File: config.mk
export PLATFORM = sky130hd
export DESIGN_NAME = tmbc_ctrl
export DESIGN_NICKNAME = d
export VERILOG_FILES = /design/src/tmbc_pkg.sv /design/src/tmbc_ctrl.sv
export SDC_FILE = /design/constraint.sdc
export NUM_CORES = 1
export LEC_CHECK = 0
export ABC_AREA = 1
export BUFFER_PORTS_ARGS = -buffer_cell sky130_fd_sc_hd__clkbuf_2
export CORE_MARGIN = 3
export CORE_UTILIZATION = 45
export CTS_CLUSTER_SIZE = 10
export DETAILED_ROUTE_END_ITERATION = 8
export HOLD_SLACK_MARGIN = 0.02
export PLACE_DENSITY_LB_ADDON = 0.05
export SYNTH_ARGS = -nofsm -noshare
export SYNTH_HDL_FRONTEND = slang
export SYNTH_SLANG_ARGS = --single-unit
export TNS_END_PERCENT = 20
File: constraint.sdc
create_clock -name i_clk -period 1.6 [get_ports i_clk]
set_clock_uncertainty 0.15 [all_clocks]
set_input_delay 0 -clock i_clk [delete_from_list [all_inputs] [get_ports i_clk]]
set_output_delay 0 -clock i_clk [all_outputs]
set_load 0.1 [all_outputs]
File: src/tmbc_pkg.sv
`timescale 1ns / 1ps
// Shared types and constants for the tile map box collision block.
// No dependencies; imported by every other file except tmbc_ram.
package tmbc_pkg;

    // Fixed field widths.
    localparam int POS_W  = 24;
    localparam int SIZE_W = 16;
    localparam int VEL_W  = 16;
    localparam int TS_W   = 9;
    localparam int MASK_W = 64;
    localparam int CFG_IDX_W = 1;

    // Internal widths: a moved position and a far edge.
    localparam int XW  = 25;
    localparam int EW  = 26;
    // Pixel coordinate (four fraction bits dropped) and its magnitude.
    localparam int QW  = EW - 4;
    localparam int UW  = QW - 1;
    localparam int REM_W = TS_W + 1;
    localparam int CNT_W = $clog2(UW + 1);

    // Configuration register indexes.
    localparam logic [CFG_IDX_W-1:0] CFG_TILE_EDGE  = 1'd0;
    localparam logic [CFG_IDX_W-1:0] CFG_SOLID_MASK = 1'd1;

    // Division operand select.
    localparam logic [1:0] SEL_C0 = 2'd0;
    localparam logic [1:0] SEL_C1 = 2'd1;
    localparam logic [1:0] SEL_R0 = 2'd2;
    localparam logic [1:0] SEL_R1 = 2'd3;

    typedef struct packed {
        logic       take;
        logic       clr;
        logic       y_move;
        logic       axis;
        logic [1:0] div_sel;
        logic       div_start;
        logic       div_store;
        logic       scan_init;
        logic       scan_next;
        logic       snap_mul;
        logic       snap_apply;
        logic       out_load;
    } t_cmd;

    typedef struct packed {
        logic clr_last;
        logic ts_zero;
        logic vx_zero;
        logic vy_zero;
        logic div_done;
        logic empty;
        logic solid;
        logic scan_last;
        logic out_free;
    } t_sts;

endpackage

File: src/tmbc_ctrl.sv
`timescale 1ns / 1ps
// Controller state machine sequencing clear, divisions, map scan and snap.
// Depends on tmbc_pkg.
module tmbc_ctrl
    import tmbc_pkg::*;
(
    input  logic i_clk,
    input  logic i_rst_n,
    input  logic i_in_valid,
    input  logic i_action,
    input  t_sts i_sts,
    output logic o_in_stall,
    output t_cmd o_cmd
);

    localparam logic [3:0] S_CLEAR = 4'd0;
    localparam logic [3:0] S_IDLE  = 4'd1;
    localparam logic [3:0] S_DISP  = 4'd2;
    localparam logic [3:0] S_DGO   = 4'd3;
    localparam logic [3:0] S_DWAIT = 4'd4;
    localparam logic [3:0] S_SINIT = 4'd5;
    localparam logic [3:0] S_SRD   = 4'd6;
    localparam logic [3:0] S_SCHK  = 4'd7;
    localparam logic [3:0] S_SMUL  = 4'd8;
    localparam logic [3:0] S_SSET  = 4'd9;
    localparam logic [3:0] S_AEND  = 4'd10;
    localparam logic [3:0] S_FIN   = 4'd11;

    logic [3:0] r_state, n_state;
    logic       r_axis, n_axis;
    logic [1:0] r_sel, n_sel;

    always_comb begin
        n_state = r_state;
        n_axis  = r_axis;
        n_sel   = r_sel;
        o_cmd   = '0;
        o_cmd.axis    = r_axis;
        o_cmd.div_sel = r_sel;
        o_in_stall    = (r_state != S_IDLE);
        case (r_state)
            S_CLEAR: begin
                o_cmd.clr = 1'b1;
                if (i_sts.clr_last) n_state = S_IDLE;
            end
            S_IDLE: begin
                o_cmd.take = i_in_valid;
                if (i_in_valid && i_action) n_state = S_DISP;
            end
            S_DISP: begin
                n_sel = SEL_C0;
                if (i_sts.ts_zero) begin
                    n_state = S_FIN;
                end else if (!i_sts.vx_zero) begin
                    n_axis  = 1'b0;
                    n_state = S_DGO;
                end else if (!i_sts.vy_zero) begin
                    n_axis       = 1'b1;
                    o_cmd.y_move = 1'b1;
                    n_state      = S_DGO;
                end else begin
                    n_state = S_FIN;
                end
            end
            S_DGO: begin
                o_cmd.div_start = 1'b1;
                n_state = S_DWAIT;
            end
            S_DWAIT: begin
                if (i_sts.div_done) begin
                    o_cmd.div_store = 1'b1;
                    if (r_sel == SEL_R1) begin
                        n_state = S_SINIT;
                    end else begin
                        n_sel   = r_sel + 2'd1;
                        n_state = S_DGO;
                    end
                end
            end
            S_SINIT: begin
                o_cmd.scan_init = 1'b1;
                n_state = i_sts.empty ? S_AEND : S_SRD;
            end
            S_SRD: begin
                n_state = S_SCHK;
            end
            S_SCHK: begin
                if (i_sts.solid) begin
                    n_state = S_SMUL;
                end else if (i_sts.scan_last) begin
                    n_state = S_AEND;
                end else begin
                    o_cmd.scan_next = 1'b1;
                    n_state = S_SRD;
                end
            end
            S_SMUL: begin
                o_cmd.snap_mul = 1'b1;
                n_state = S_SSET;
            end
            S_SSET: begin
                o_cmd.snap_apply = 1'b1;
                n_state = S_AEND;
            end
            S_AEND: begin
                n_sel = SEL_C0;
                if (!r_axis && !i_sts.vy_zero) begin
                    n_axis       = 1'b1;
                    o_cmd.y_move = 1'b1;
                    n_state      = S_DGO;
                end else begin
                    n_state = S_FIN;
                end
            end
            S_FIN: begin
                if (i_sts.out_free) begin
                    o_cmd.out_load = 1'b1;
                    n_state = S_IDLE;
                end
            end
            default: begin
                n_state = S_IDLE;
            end
        endcase
    end

    always_ff @(posedge i_clk) begin
        if (!i_rst_n) begin
            r_state <= S_CLEAR;
            r_axis  <= 1'b0;
            r_sel   <= SEL_C0;
        end else begin
            r_state <= n_state;
            r_axis  <= n_axis;
            r_sel   <= n_sel;
        end
    end

endmodule
==> results of run 1 <==
-- stage by stage --
| stage | hold WS, ns | instance area (sq um) | cells | setup slack [ns] | total power [uW] |
|---|---|---|---|---|---|
| after global placement | 0.108 | 975 | 153 | 0.160 | 1350 |
| after global routing | 0.0778 | 1120 | 165 | -0.0612 | 1760 |
| after detailed placement | 0.118 | 975 | 153 | 0.169 | 1370 |
| after floorplan | -0.0524 | 684 | 114 | -0.324 | 1090 |
| after CTS | 0.0215 | 1070 | 163 | -0.0192 | 1550 |
| final | 0.0342 | 1120 | 165 | -0.00645 | 1670 |
-- registers in the layout, indices dropped and copies added, names as in the netlist --
register  flops
r_sel         2
r_axis        1
r_state       4
-- power groups by stage --
stage | Clock, uW | Combinational (uW) | Sequential (uW)
finish | 159 | 1220 | 293
global route | 176 | 1280 | 300
CTS | 159 | 1120 | 264
detailed placement | 0 | 1110 | 261
global placement | 0 | 1100 | 257
floorplan | 0 | 827 | 261
-- cells in the mapped netlist --
cell,number,share of area (%)
nor2_2,4,4.0
a21oi_1,4,3.2
o21ai_0,1,0.79
inv_1,22,13
nand3_2,1,1.6
o21ai_2,2,2.8
nand3b_1,2,2.4
buf_4,1,1.2
nand4_1,1,0.99
nand2_2,2,2.0
nor3_1,3,2.4
inv_2,3,1.8
nor2_4,1,1.8
nand3_1,8,6.3
o21bai_1,1,1.2
dfxtp_1,7,22
a211oi_1,1,1.2
or2_2,1,0.99
nand2_1,31,18
ha_1,1,2.0
nor2_1,17,10
-- how the worst min path moves through the flow --
stage | end | slack, ns
floorplan | r_state[3] | -0.05
global placement | r_state[3] | 0.11
detailed placement | r_state[3] | 0.12
CTS | r_axis | 0.02
global route | r_state[3] | 0.08
finish | r_state[3] | 0.03
-- cell type report --
class	instances	area share [%]
sequential	7	13.9
clock buffer	4	2.35
tap	14	1.57
timing repair buffer	34	31.8
multi-input combinational	81	41.7
inverter	25	8.63
-- metal layers --
| metal | share of wire, % | vias to the layer above | global-route usage, % | wire (um) |
|---|---|---|---|---|
| met5 | 0 | - | 0 | 0 |
| met4 | 3.0 | 0 | 7.83 | 66 |
| met1 | 36 | 376 | 24.7 | 785 |
| met3 | 6.6 | 8 | 4.98 | 145 |
| li1 | - | 421 | - | - |
| met2 | 55 | 43 | 41.6 | 1210 |
-- cells by family after synthesis --
group | Yosys count | share of synthesized area (%)
AND/OR/NAND/NOR | 71 | 50.8
adder cells (fa/ha/maj) | 1 | 1.98
AO/OA/AOI/OAI | 9 | 9.09
flip-flops | 7 | 22.1
buffers and inverters | 26 | 16.0
-- worst max-delay path, stage by stage, from the launching register on --
cell	delay [ns]
dfxtp_4	0.40
inv_4	0.06
nor2_4	0.11
nand2_1	0.08
nand3b_1	0.21
nor2_2	0.17
buf_12	0.19
-- what timing repair did --
| action | 4_1_cts | 5_1_grt |
|---|---|---|
| setup buffers | 0 | 2 |
| cloned | 0 | 0 |
| endpoints found under the setup margin | 4 | 7 |
| gates resized for setup | 4 | 16 |
| hold endpoints to repair | 7 | 0 |
| pin swaps | 0 | 3 |
| hold buffers | 6 | 0 |
==> results.toml, run 1 <==
[run_status]
status = "finished with violations"
violations = "negative setup slack"

[floorplanning]
initial_core_util_pct = 52.1
fp.dieArea_sq_um = 1890
die_height_um = 43.5
io_pins = 27
die_width_um = 43.5
core_area_sq_um = 1220
rows = 12

[detailed_routing]
ant_nets = 0
drcViolationCount = 0
routed_wl_um = 2210
drt_iter0_drc = 29
dr.pass1.iters = 4
avgRoutedWirePerCell_um = 13.4
vias_per_cell = 5.14
vias = 848

[final_layout]
antenna_cells = 0
layout_commonest_cell = "nand2_1"
fill_cells = 56
seqCellArea_sq_um = 155
area_growth_pct = 76.3
layout.nets = 166
multiInputGateArea_sq_um = 465
drive_gt1_share_pct = 44.4
final_util_pct = 91.8
final_cell_mix = "nand2_1 (28), inv_1 (18), clkbuf_2 (16)"

[timing]
hold_viol = 0
setup_violations = 1
tns_ns = -0.00645
slew_viol_final = 0
worstMarginPinSlew_ns = 0.540
rsz0062_at_grt = "true"
fin_crit_ns = 1.61
fin_ws_ns = -0.00645
fmax_ghz = 0.622
timing.final.crit_share_pct = 100
max_slew_margin_pct = 64.2

[clocking]
cts-root-buf = "clkbuf_4"
clock_latency_ns = 0.25
numClockSinks = 7
cts_made_buffers = 3
cts_tree = "done"
htreeDepth = 1
cts_max_path_buffers = 2
clkTransAtPathRegs_ns = 0.06

[critical_path]
worst_r2r_endpoint = "r_state[0]"
cp_data_required_time_ns = 1.45
arrival_ns = 1.46
cp-start-kind = "flop"
worstSetupPathType = "reg2out"
r2r_cells = 8
endpoint_kind = "primary output"
critical_path.startpoint = "r_state[1]"
setup.worst_path.end = "o_cmd[10]"
r2r_setup_slack_ns = 0.12
crit-reg2reg-launch = "r_state[1]"
cp_max_fo = 6

[pwr]
power_leakage_uw = 0.000561
internal-power_uw = 678
switchingPower_uw = 995
ir_drop_uv = 1500
power_frac_seq_pct = 17.5
clock_power_share_pct = 9.5
switching_share_pct = 59.4
power.density_nw_per_um2 = 1500
pwr-share-comb_pct = 73.0

[placed_design]
dp.final_hpwl_um = 1360
port-buffer-count = 26
place_congestion = 0.830

[logic_synthesis]
syn_nets = 128
synth.avg_cell_area_sq_um = 5.55
yosysSeqAreaShare_pct = 22.1
synth_cells = 114
yosys_register_bits = 7
syn_area_sq_um = 633
yosys_warnings = 0
ys_types = 21

[global_routing]
grt_pass1_vias = 757
grt_max_degree = 9
grt.overflow.total = 0
grt_usage_pct = 22.4
grt_pass1_wl_um = 3150
antenna_found_initial = 0

[min_path]
worstHoldPathType = "in2reg"
hold_start = "i_sts[5]"
whs_path_depth = 7

[job]
maxCapViolCount = 0
Power figures use the tool's default switching activity.
==> run 2: changes to the inputs <==
- MAX_ROUTING_LAYER: unset -> met4
==> run 2 against run 1 <==
- the flow still finishes with violations (negative setup slack)
- utilization did not move
- global-route usage up 0.68 points
- clock-buffer cell count is the same
- sequential power barely moved
- routed wire length fell by 0.18%
- first-iteration DRC count increased by 14%
- final area stayed put
- worst setup slack worse by 0.0035 ns
==> results.toml, run 2 (synthesis results as in run 1) <==
[run_status]
status = "finished with violations"
violations = "negative setup slack"

[global_routing]
grt_usage_pct = 23.1
grt_pass1_wl_um = 3150
grt_pass1_vias = 756
grt.overflow.total = 0
grt_max_degree = 9
antenna_found_initial = 0

[detailed_routing]
vias = 856
ant_nets = 0
drt_iter0_drc = 33
avgRoutedWirePerCell_um = 13.4
vias_per_cell = 5.19
drcViolationCount = 0
dr.pass1.iters = 5
routed_wl_um = 2210

[pwr]
ir_drop_uv = 1490
power_leakage_uw = 0.000561
power_uw = 1670
power.density_nw_per_um2 = 1500

[timing]
fin_ws_ns = -0.00995
hold_viol = 0
max_slew_margin_pct = 64.2
slew_viol_final = 0
rsz0062_at_grt = "true"
whs_ns = 0.0345
timing.final.crit_share_pct = 101
setup_violations = 1
fin_crit_ns = 1.61
worstMarginPinSlew_ns = 0.540
fmax_ghz = 0.621

[final_layout]
final_cell_mix = "nand2_1 (28), inv_1 (18), clkbuf_2 (16)"
final_cell_area_sq_um = 1120
largest_reg_flops = 4
area_growth_pct = 76.3
layout_commonest_cell = "nand2_1"
top_register = "r_state"
drive_gt1_share_pct = 44.4
top_regs = "r_state x4, r_sel x2, r_axis x1"
final_util_pct = 91.8
antenna_cells = 0
layout.nets = 166

[floorplanning]
core_area_sq_um = 1220
io_pins = 27
initial_core_util_pct = 52.1
die_width_um = 43.5
fp.dieArea_sq_um = 1890
rows = 12
die_height_um = 43.5

[clocking]
cts_max_path_buffers = 2
cts-root-buf = "clkbuf_4"
htreeDepth = 1
clkTransAtPathRegs_ns = 0.06
cts_made_buffers = 3
cts_tree = "done"
clock_latency_ns = 0.25
numClockSinks = 7

[critical_path]
critPathSlowestCell = "dfxtp_4"
cp_max_fo = 6
endpoint_kind = "primary output"
worst_r2r_endpoint = "r_state[0]"
cp-start-kind = "flop"
path_cells = "inv_4, nor2_4, nand2_1, nand3b_1, nor2_2, buf_12"
r2r_cells = 8
critical-path-max-stage-delay_ns = 0.40
r2r_setup_slack_ns = 0.12
worstSetupPathType = "reg2out"
crit-reg2reg-launch = "r_state[1]"
arrival_ns = 1.46
cp_data_required_time_ns = 1.45

[min_path]
whs_path_depth = 7
worstHoldPathType = "in2reg"
hold_start = "i_sts[5]"
min_to = "r_state[3]"

[job]
maxCapViolCount = 0

[placed_design]
placed_area_sq_um = 975
port-buffer-count = 26
place_congestion = 0.842
dp.final_hpwl_um = 1360
pre_cts_ws_ns = 0.169
==> run 2: cell counts in the layout (fill, tap and decap cells not counted) <==
Identical to the previous run, type by type.
==> run 2: worst max-delay path, delay by kind of cell, from the launching register on <==
kind	cells	cell delay, ns
simple gates	4	0.58
buf+inv	2	0.25
flops	1	0.40
==> run 2: where the power goes <==
part	leakage, uW	total, uW	switching, uW	internal [uW]
registers	0.0000598	293	69.0	224
clock network	0.0000150	159	63.7	95.1
logic	0.000486	1220	860	360
total	0.000561	1670	993	678
==> run 2: timing repair <==
action / CTS / global route
pin swaps: 0 / 3
gates resized for setup: 4 / 16
endpoints found under the setup margin: 4 / 7
setup buffers: 0 / 2
hold buffers: 6 / 0
endpoints found under the hold margin: 7 / 0
==> run 2: worst max-delay path by stage <==
stage | cells after the start | endpoint | slack (ns) | startpoint
after floorplan | 2 | o_cmd[0] | -0.32 | r_state[3]
after global placement | 6 | o_cmd[10] | 0.16 | r_state[1]
after detailed placement | 8 | r_state[2] | 0.17 | r_state[2]
after CTS | 7 | o_cmd[10] | -0.02 | r_state[0]
after global routing | 6 | o_cmd[10] | -0.07 | r_state[1]
final | 6 | o_cmd[10] | -0.01 | r_state[1]
==> run 2: area by class of cell <==
type / instances / area (sq um)
Clock buffer: 4 / 26.3
Fill cell: 56 / 100
Inverter: 25 / 96.3
Multi-Input combinational cell: 81 / 465
Sequential cell: 7 / 155
Tap cell: 14 / 17.5
Timing Repair Buffer: 34 / 355
==> run 2: per-layer routing <==
| layer | up-vias | share of wire [%] | GRT usage (%) |
|---|---|---|---|
| li1 | 421 | - | - |
| met1 | 377 | 35 | 24.7 |
| met2 | 45 | 53 | 41.6 |
| met3 | 13 | 6.5 | 4.98 |
| met4 | 0 | 4.8 | 7.83 |
| met5 | - | 0 | - |
==> run 2: per-stage QoR <==
| stage | TNS, ns | cells |
|---|---|---|
| after floorplan | -2.04 | 114 |
| final | -0.00995 | 165 |
| after global placement | 0 | 153 |
| after CTS | -0.0192 | 163 |
| after global routing | -0.0690 | 165 |
| after detailed placement | 0 | 153 |
